`src/rtl/bc1_bc3_texture_block_decoder_defines.svh`:
```
// ----------------------------------------------------------------------------
// BC1/BC3 block decoder assertion macros
// Shared assertion wrappers, clocked on clk and disabled during reset.
// ----------------------------------------------------------------------------
`ifndef BC1_BC3_TEXTURE_BLOCK_DECODER_DEFINES_SVH
`define BC1_BC3_TEXTURE_BLOCK_DECODER_DEFINES_SVH

// Same-cycle implication.
`define BC13_ASSERT_IMP(lbl, ante, cons) \
    lbl: assert property (@(posedge clk) disable iff (!rst_n) (ante) |-> (cons)) \
        else $error("bc13 check failed");

// Next-cycle implication.
`define BC13_ASSERT_NXT(lbl, ante, cons) \
    lbl: assert property (@(posedge clk) disable iff (!rst_n) (ante) |=> (cons)) \
        else $error("bc13 check failed");

`endif

```
`src/rtl/bc13_pkg.sv`:
```
// ----------------------------------------------------------------------------
// BC1/BC3 decoder package
// Constants, register indexes and palette arithmetic helpers.
// ----------------------------------------------------------------------------
package bc13_pkg;

    // Image size limits in blocks.
    localparam int MAX_BLOCKS_ACROSS = 1024;
    localparam int COORD_LIMIT_BLOCKS = 1024;
    localparam int WIDTH_LIMIT = (MAX_BLOCKS_ACROSS < COORD_LIMIT_BLOCKS) ?
                                 MAX_BLOCKS_ACROSS : COORD_LIMIT_BLOCKS;

    localparam int CFG_W = 11;
    localparam int CNT_W = 10;
    localparam int IDX_W = 2;

    // Configuration register indexes.
    localparam logic [IDX_W-1:0] REG_FORMAT_MODE   = 2'd0;
    localparam logic [IDX_W-1:0] REG_WIDTH_BLOCKS  = 2'd1;
    localparam logic [IDX_W-1:0] REG_HEIGHT_BLOCKS = 2'd2;

    localparam logic FMT_BC1 = 1'b0;
    localparam logic FMT_BC3 = 1'b1;

    localparam logic [7:0] ALPHA_OPAQUE = 8'd255;

    typedef logic [7:0] chan_t;

    // Expand RGB565 to 8-bit channels by bit replication, packed {r, g, b}.
    function automatic logic [23:0] expand565(input logic [15:0] c);
        logic [4:0] r5;
        logic [5:0] g6;
        logic [4:0] b5;
        r5 = c[15:11];
        g6 = c[10:5];
        b5 = c[4:0];
        return {r5, r5[4:2], g6, g6[5:4], b5, b5[4:2]};
    endfunction

    // Truncating division by three, exact for x below 8192.
    function automatic chan_t div3(input logic [10:0] x);
        logic [22:0] p;
        p = 23'(x) * 23'd2731;
        return chan_t'(p >> 13);
    endfunction

    // Truncating division by five, exact for x below 2730.
    function automatic chan_t div5(input logic [10:0] x);
        logic [22:0] p;
        p = 23'(x) * 23'd1639;
        return chan_t'(p >> 13);
    endfunction

    // Truncating division by seven, exact for x below 5462.
    function automatic chan_t div7(input logic [10:0] x);
        logic [22:0] p;
        p = 23'(x) * 23'd2341;
        return chan_t'(p >> 14);
    endfunction

    // Clamp a configured size in blocks to the range one to lim.
    function automatic logic [CFG_W-1:0] clamp_blocks(input logic [CFG_W-1:0] v,
                                                      input logic [CFG_W-1:0] lim);
        logic [CFG_W-1:0] r;
        if (v == '0)
        begin
            r = CFG_W'(1);
        end
        else if (v > lim)
        begin
            r = lim;
        end
        else
        begin
            r = v;
        end
        return r;
    endfunction

endpackage

```
`src/rtl/bc1_bc3_texture_block_decoder.sv`:
```
// ----------------------------------------------------------------------------
// BC1/BC3 texture block decoder
// Decodes one compressed 4x4 block per input transfer into sixteen texels
// in raster order, with image coordinates and last-of-block/image flags.
// ----------------------------------------------------------------------------
//
//  Channel  Handshake          Payload
//  -------  -----------------  ------------------------------------------------
//  in       in_valid/in_stall  alpha_word, color_word
//  out      out_valid/out_st.  red, green, blue, alpha_value, pixel_x, pixel_y,
//                              last_of_block, last_of_image
//  cfg      cfg_write          cfg_index, cfg_data
//
// Each block produces sixteen output transfers, one per cycle while the
// output is not stalled; the texel counter of the working stage steps
// through them. When the decoder holds no block, the first texel passes
// through the input register, the working stage and the output register
// before it is on the outputs. A block waits in the input register while
// the previous one is still emitting, so the next block is ready the cycle
// after the sixteenth texel. Reset clears the counters and valid flags and
// sets the configuration registers to their reset values.

`include "bc1_bc3_texture_block_decoder_defines.svh"

module bc1_bc3_texture_block_decoder
    import bc13_pkg::*;
(
    input  logic               clk,
    input  logic               rst_n,
    input  logic               in_valid,
    output logic               in_stall,
    input  logic [63:0]        alpha_word,
    input  logic [63:0]        color_word,
    output logic               out_valid,
    input  logic               out_stall,
    output logic [7:0]         red,
    output logic [7:0]         green,
    output logic [7:0]         blue,
    output logic [7:0]         alpha_value,
    output logic [11:0]        pixel_x,
    output logic [11:0]        pixel_y,
    output logic               last_of_block,
    output logic               last_of_image,
    input  logic               cfg_write,
    input  logic [IDX_W-1:0]   cfg_index,
    input  logic [CFG_W-1:0]   cfg_data
);

    // Configuration registers.
    logic             format_mode_reg;
    logic [CFG_W-1:0] width_blocks_reg;
    logic [CFG_W-1:0] height_blocks_reg;

    // Input register.
    logic        hold_valid_reg;
    logic [63:0] hold_alpha_reg;
    logic [63:0] hold_color_reg;

    // Block position counters.
    logic [CNT_W-1:0] block_column_reg;
    logic [CNT_W-1:0] block_row_reg;

    // Working stage: palette and indices of the block being emitted.
    logic             work_valid_reg;
    logic [3:0]       texel_reg;
    logic [23:0]      work_pal_reg [4];
    logic [7:0]       work_alpha_reg [8];
    logic [31:0]      work_cidx_reg;
    logic [47:0]      work_aidx_reg;
    logic             work_fmt_reg;
    logic [CNT_W-1:0] work_col_reg;
    logic [CNT_W-1:0] work_row_reg;
    logic             work_last_img_reg;

    // Output register.
    logic        out_valid_reg;
    logic [7:0]  red_reg;
    logic [7:0]  green_reg;
    logic [7:0]  blue_reg;
    logic [7:0]  alpha_reg;
    logic [11:0] pixel_x_reg;
    logic [11:0] pixel_y_reg;
    logic        last_blk_reg;
    logic        last_img_reg;

    logic out_ready;
    logic emit;
    logic block_end;
    logic load;

    // Handshake control.
    assign out_ready = !out_valid_reg || !out_stall;
    assign emit      = work_valid_reg && out_ready;
    assign block_end = emit && (texel_reg == 4'd15);
    assign load      = hold_valid_reg && (!work_valid_reg || block_end);
    assign in_stall  = hold_valid_reg && !load;

    // Configuration writes; an index beyond the list is ignored.
    always_ff @(posedge clk or negedge rst_n)
    begin
        if (!rst_n)
        begin
            format_mode_reg   <= FMT_BC1;
            width_blocks_reg  <= CFG_W'(1);
            height_blocks_reg <= CFG_W'(1);
        end
        else if (cfg_write)
        begin
            case (cfg_index)
                REG_FORMAT_MODE:   format_mode_reg   <= cfg_data[0];
                REG_WIDTH_BLOCKS:  width_blocks_reg  <= cfg_data;
                REG_HEIGHT_BLOCKS: height_blocks_reg <= cfg_data;
                default:           ;
            endcase
        end
    end

    // Input register control.
    always_ff @(posedge clk or negedge rst_n)
    begin
        if (!rst_n)
        begin
            hold_valid_reg <= 1'b0;
        end
        else if (in_valid && !in_stall)
        begin
            hold_valid_reg <= 1'b1;
        end
        else if (load)
        begin
            hold_valid_reg <= 1'b0;
        end
    end

    // Input register payload.
    always_ff @(posedge clk)
    begin
        if (in_valid && !in_stall)
        begin
            hold_alpha_reg <= alpha_word;
            hold_color_reg <= color_word;
        end
    end

    // Block position for the block in the input register.
    logic [CFG_W-1:0] w_clamped;
    logic [CFG_W-1:0] h_clamped;
    logic [CFG_W-1:0] w_last;
    logic [CFG_W-1:0] h_last;
    logic             last_col;
    logic             last_row;
    logic [CNT_W-1:0] col_eff;
    logic [CNT_W-1:0] row_eff;
    logic [CNT_W-1:0] block_column_next;
    logic [CNT_W-1:0] block_row_next;

    always_comb
    begin
        w_clamped = clamp_blocks(width_blocks_reg, CFG_W'(WIDTH_LIMIT));
        h_clamped = clamp_blocks(height_blocks_reg, CFG_W'(COORD_LIMIT_BLOCKS));
        w_last    = w_clamped - CFG_W'(1);
        h_last    = h_clamped - CFG_W'(1);
        last_col  = CFG_W'(block_column_reg) >= w_last;
        last_row  = CFG_W'(block_row_reg) >= h_last;
        col_eff   = last_col ? w_last[CNT_W-1:0] : block_column_reg;
        row_eff   = last_row ? h_last[CNT_W-1:0] : block_row_reg;
        if (last_col)
        begin
            block_column_next = '0;
            block_row_next    = last_row ? '0 : row_eff + CNT_W'(1);
        end
        else
        begin
            block_column_next = col_eff + CNT_W'(1);
            block_row_next    = row_eff;
        end
    end

    always_ff @(posedge clk or negedge rst_n)
    begin
        if (!rst_n)
        begin
            block_column_reg <= '0;
            block_row_reg    <= '0;
        end
        else if (load)
        begin
            block_column_reg <= block_column_next;
            block_row_reg    <= block_row_next;
        end
    end

    // Colour palette from the two RGB565 endpoints.
    logic [15:0] c0_word;
    logic [15:0] c1_word;
    logic [23:0] pal_next [4];
    chan_t       ch0 [3];
    chan_t       ch1 [3];
    chan_t       ch2 [3];
    chan_t       ch3 [3];
    logic [8:0]  ch_sum;

    always_comb
    begin
        c0_word = hold_color_reg[15:0];
        c1_word = hold_color_reg[31:16];
        pal_next[0] = expand565(c0_word);
        pal_next[1] = expand565(c1_word);
        for (int c = 0; c < 3; c++)
        begin
            ch0[c] = pal_next[0][8*c +: 8];
            ch1[c] = pal_next[1][8*c +: 8];
            ch_sum = {1'b0, ch0[c]} + {1'b0, ch1[c]};
            if (c0_word > c1_word)
            begin
                ch2[c] = div3({2'b00, ch0[c], 1'b0}) + div3({3'b000, ch1[c]});
                ch3[c] = div3({3'b000, ch0[c]}) + div3({2'b00, ch1[c], 1'b0});
            end
            else
            begin
                ch2[c] = ch_sum[8:1];
                ch3[c] = '0;
            end
        end
        pal_next[2] = {ch2[2], ch2[1], ch2[0]};
        pal_next[3] = {ch3[2], ch3[1], ch3[0]};
    end

    // Alpha palette from the two 8-bit endpoints.
    chan_t       a0;
    chan_t       a1;
    logic [7:0]  alpha_next [8];

    always_comb
    begin
        a0 = hold_alpha_reg[7:0];
        a1 = hold_alpha_reg[15:8];
        alpha_next[0] = a0;
        alpha_next[1] = a1;
        for (int i = 2; i < 8; i++)
        begin
            if (a0 > a1)
            begin
                alpha_next[i] = div7(11'(a0) * 11'(8 - i)) + div7(11'(a1) * 11'(i - 1));
            end
            else if (i < 6)
            begin
                alpha_next[i] = div5(11'(a0) * 11'(6 - i)) + div5(11'(a1) * 11'(i - 1));
            end
            else if (i == 6)
            begin
                alpha_next[i] = '0;
            end
            else
            begin
                alpha_next[i] = ALPHA_OPAQUE;
            end
        end
    end

    // Working stage control and texel counter.
    always_ff @(posedge clk or negedge rst_n)
    begin
        if (!rst_n)
        begin
            work_valid_reg <= 1'b0;
            texel_reg      <= '0;
        end
        else if (load)
        begin
            work_valid_reg <= 1'b1;
            texel_reg      <= '0;
        end
        else if (emit)
        begin
            work_valid_reg <= !block_end;
            texel_reg      <= texel_reg + 4'd1;
        end
    end

    // Working stage payload, captured when a block is moved in.
    always_ff @(posedge clk)
    begin
        if (load)
        begin
            work_pal_reg      <= pal_next;
            work_alpha_reg    <= alpha_next;
            work_cidx_reg     <= hold_color_reg[63:32];
            work_aidx_reg     <= hold_alpha_reg[63:16];
            work_fmt_reg      <= format_mode_reg;
            work_col_reg      <= col_eff;
            work_row_reg      <= row_eff;
            work_last_img_reg <= last_col && last_row;
        end
    end

    // Texel selection for the current position within the block.
    logic [1:0]  cidx;
    logic [2:0]  aidx;
    logic [23:0] texel_rgb;

    always_comb
    begin
        cidx      = work_cidx_reg[{texel_reg, 1'b0} +: 2];
        aidx      = work_aidx_reg[6'(texel_reg) * 6'd3 +: 3];
        texel_rgb = work_pal_reg[cidx];
    end

    // Output register control.
    always_ff @(posedge clk or negedge rst_n)
    begin
        if (!rst_n)
        begin
            out_valid_reg <= 1'b0;
        end
        else if (out_ready)
        begin
            out_valid_reg <= work_valid_reg;
        end
    end

    // Output register payload.
    always_ff @(posedge clk)
    begin
        if (emit)
        begin
            red_reg      <= texel_rgb[23:16];
            green_reg    <= texel_rgb[15:8];
            blue_reg     <= texel_rgb[7:0];
            alpha_reg    <= (work_fmt_reg == FMT_BC3) ? work_alpha_reg[aidx] : 8'd0;
            pixel_x_reg  <= {work_col_reg, texel_reg[1:0]};
            pixel_y_reg  <= {work_row_reg, texel_reg[3:2]};
            last_blk_reg <= texel_reg == 4'd15;
            last_img_reg <= (texel_reg == 4'd15) && work_last_img_reg;
        end
    end

    assign out_valid     = out_valid_reg;
    assign red           = red_reg;
    assign green         = green_reg;
    assign blue          = blue_reg;
    assign alpha_value   = alpha_reg;
    assign pixel_x       = pixel_x_reg;
    assign pixel_y       = pixel_y_reg;
    assign last_of_block = last_blk_reg;
    assign last_of_image = last_img_reg;

    // Checks on the texel sequencing.
    `BC13_ASSERT_IMP(a_img_implies_blk, out_valid_reg && last_img_reg, last_blk_reg)
    `BC13_ASSERT_NXT(a_end_gives_last, block_end, out_valid_reg && last_blk_reg)
    `BC13_ASSERT_NXT(a_load_starts, load, work_valid_reg && (texel_reg == 4'd0))

endmodule
```
`config.mk`:
```
export PLATFORM = sky130hd
export DESIGN_NAME = bc1_bc3_texture_block_decoder
export DESIGN_NICKNAME = d
export VERILOG_FILES = /design/src/rtl/bc13_pkg.sv /design/src/rtl/bc1_bc3_texture_block_decoder.sv
export VERILOG_INCLUDE_DIRS = /design/src /design/src/rtl
export SDC_FILE = /design/constraint.sdc
export NUM_CORES = 2
export LEC_CHECK = 0
export ABC_AREA = 1
export BUFFER_PORTS_ARGS = -buffer_cell sky130_fd_sc_hd__buf_4
export CAP_MARGIN = 20
export CORE_AREA = 2 2 265 267
export CTS_BUF_LIST = sky130_fd_sc_hd__clkbuf_2
export DETAILED_ROUTE_END_ITERATION = 16
export DIE_AREA = 0 0 267 269
export GPL_TIMING_DRIVEN = 0
export PLACE_DENSITY = 0.88
export SYNTH_ARGS = -nofsm -noshare
export SYNTH_HDL_FRONTEND = slang
export SYNTH_SLANG_ARGS = --single-unit
```
`constraint.sdc`:
```
create_clock -name clk -period 25.1 [get_ports clk]
set_input_delay 1.255 -clock clk [delete_from_list [all_inputs] [get_ports clk]]
set_output_delay 1.255 -clock clk [all_outputs]
set_load 0.01 [all_outputs]
```
==> metrics <==
die area around 72,000 µm²; syn_nets 6,609; final hold viol count 0; Antenna Nets Post-Route 0; Slew @ Worst Pin 1.146 ns; Ports 206; cell mode on critical path inv_1; Setup WS post-layout 16.03 ns; die height roughly 270 µm; clk sinks 482; WL per Instance 18.62 µm; Finished Layout Cells around 6.6k; max-cap violations 0; Critical Path Start Type flop; min-delay src color_word[12]; Fill cells 4,487; Initial Utilization 70.29%; fin nets 6,950; worst reg-to-reg setup slack 16.03 ns; fraction of layout cells with a size suffix above 1 under 10%; max frequency 0.1103 GHz; Top delay family on crit path adder cells; CP peak stage delay 1.12 ns; post-CTS resize count 0; Total GRT Usage between 30% and 40%; Hold EP hold_color_reg[12]; Mean Syn Cell Area 9.418 µm²; first-pass GRT wire length 192,200 µm; drt first-iter violations 3,118; FF+latch count, synth about 480; RSZ-0062 raised after global routing no; Levels on crit path 36; Rows between 90 and 100; Main synth FF type edfxtp_1; Num CTS Buffers 121; # DRC 0; Post-Syn Area 48,710 µm²; Worst-path clk slew 0.11 ns; RR Endpoint work_alpha_reg[31]; worst hold path class in2reg; final slew viol count 0; # setup viols final 0; initial antenna violation count 13; first-pass iteration count of the detailed router 10; fin crit share 36.13%; data arrival time of the critical path 10.02 ns; setup TNS 0 ns; minimum clock period between 9 and 10 ns; GPL Wtd Cong 0.9783; Max clock buf depth 3; largest net degree at the start of global routing slightly below 70; Critical Path Sink Type flop; Crit-path slowest cell edfxtp_1; required time worst endpoint around 26 ns; status complete, no violations; Crit Path Category reg2reg; number of flip-flops under the largest register name 80; Seq/Total Area, Yosys around 29%; clock latency on the worst-skew pair 1.22 ns; r2r startpoint hold_alpha_reg[8]; routed vias/inst between 5 and 6; Die W ~270 µm; grt total ovfl 0; most common cell after layout, fill and taps aside ha_1; skew final around 0.17 ns; hold depth 1; CTS tree done; core area a little under 70,000 µm²; pre-CTS WS 16.17 ns; WL final 122,300 µm; Synth cell types 69; Buffers on Ports 205; P&R area growth vs syn 8.603%; H-tree levels 3; crit path max fanout 15; r2r worst-path depth 36; ys async rst share 10.37%; commonest non-fill, non-tap cells in the layout 1,006 x ha_1, 966 x inv_1, 684 x nand2_1; via count around 38k; Synthesis Warnings 0; vias in the first global route 38.98k; post-DP HPWL a little under 100,000 µm; Critical path buffers and inverters 6; Syn Inst Count 5,172; clk root buf clkbuf_2; Post-synth EDFFs 432; Slew headroom 23.60%; placed insts approximately 6.3k
==> worst reg2reg max path: cells and delay by family (launching register included) <==
family	cells	cell delay [ns]
compound gates	9	1.86
buf+inv	6	0.48
xor+xnor	4	0.98
simple gates	9	0.84
flops	1	1.12
fa+ha+maj	8	3.55
==> area by class of cell <==
type | instances | area [µm²] | share of cell area [%]
antenna | 15 | 37.54 | 0.07096
buffer | 54 | 247.7 | 0.4683
clock buffer | 179 | 895.9 | 1.694
clock inverter | 43 | 264.0 | 0.4991
inverter | 974 | 3664 | 6.926
multi-input combinational | 3662 | 30590 | 57.82
sequential | 482 | 14230 | 26.89
tap | 940 | 1176 | 2.223
timing repair buffer | 218 | 1799 | 3.401
==> metrics by stage <==
stage | utilization (%) | instance area (µm²) | hold slack [ns]
floorplan | - | 48710 | 0.4003
global placement | 74.20 | 51420 | 0.4005
detailed placement | 74.59 | 51690 | 0.4045
CTS | 76.28 | 52860 | 0.09320
global route | 76.32 | 52890 | 0.1087
finish | 76.33 | 52900 | 0.2019
==> synth_stat cells (4+ instances only) <==
library cell	n	share of area [%]
o31ai_1	14	0.22
a21oi_1	296	3.0
o21bai_1	34	0.52
mux2i_1	4	0.082
inv_1	967	7.5
buf_2	8	0.082
or2_2	32	0.41
nand3b_1	6	0.092
xnor2_1	59	1.1
dfrtp_1	48	2.5
and2_1	8	0.10
edfxtp_1	432	27
a211oi_1	10	0.15
o21ai_1	19	0.20
o221ai_1	8	0.14
nand2_2	10	0.13
a21o_1	26	0.40
o21ai_0	270	2.8
inv_2	5	0.039
o32ai_1	9	0.16
o211ai_1	26	0.40
o21ai_2	6	0.11
nand2_1	684	5.3
nand4_1	42	0.54
o22ai_1	22	0.28
nor2_4	5	0.12
o2111ai_1	7	0.13
nor3_1	30	0.31
nor2_2	4	0.051
o21ai_4	4	0.13
clkbuf_1	40	0.31
or2_0	6	0.077
nand3_1	165	1.7
fa_1	285	12
nor4_1	8	0.10
xor2_1	152	2.7
nor2_1	338	2.6
nand3_2	4	0.082
a31oi_1	23	0.30
o21a_1	9	0.14
ha_1	1006	26
==> how the worst max path moves through the flow <==
stage               slack [ns]                from                  end
finish                   16.03   hold_alpha_reg[8]   work_alpha_reg[31]
detailed placement       16.17   hold_alpha_reg[8]   work_alpha_reg[31]
global route             15.46  hold_alpha_reg[10]   work_alpha_reg[31]
global placement         11.45           out_stall     block_row_reg[6]
floorplan                15.36           out_stall  block_column_reg[4]
CTS                      16.13   hold_alpha_reg[8]   work_alpha_reg[31]
==> routing by layer <==
layer / share of wire (%) / track usage (%) / vias up
met1: 38 / 40.22 / 18196
met4: 5.6 / 18.42 / 0
met3: 6.9 / 4.566 / 432
li1: - / - / 18160
met2: 50 / 60.05 / 1703
met5: 0 / 0 / -
==> cell families after synthesis <==
family / count (synthesis) / synth area share, %
AO/OA/AOI/OAI: 803 / 9.512
XOR/XNOR: 211 / 3.794
adder cells (fa/ha/maj): 1291 / 37.56
buffers and inverters: 1028 / 8.020
flip-flops: 482 / 29.21
multiplexers: 4 / 0.08220
AND/OR/NAND/NOR: 1353 / 11.83
==> repair_timing <==
action | 4_1_cts | 5_1_grt
buffers inserted | 0 | 0
hold buffers | 1 | 0
hold endpoints to repair | 32 | 0
Power is not shown: default switching activity piles up to over one toggle a cycle in this logic, so the estimate is an artifact.
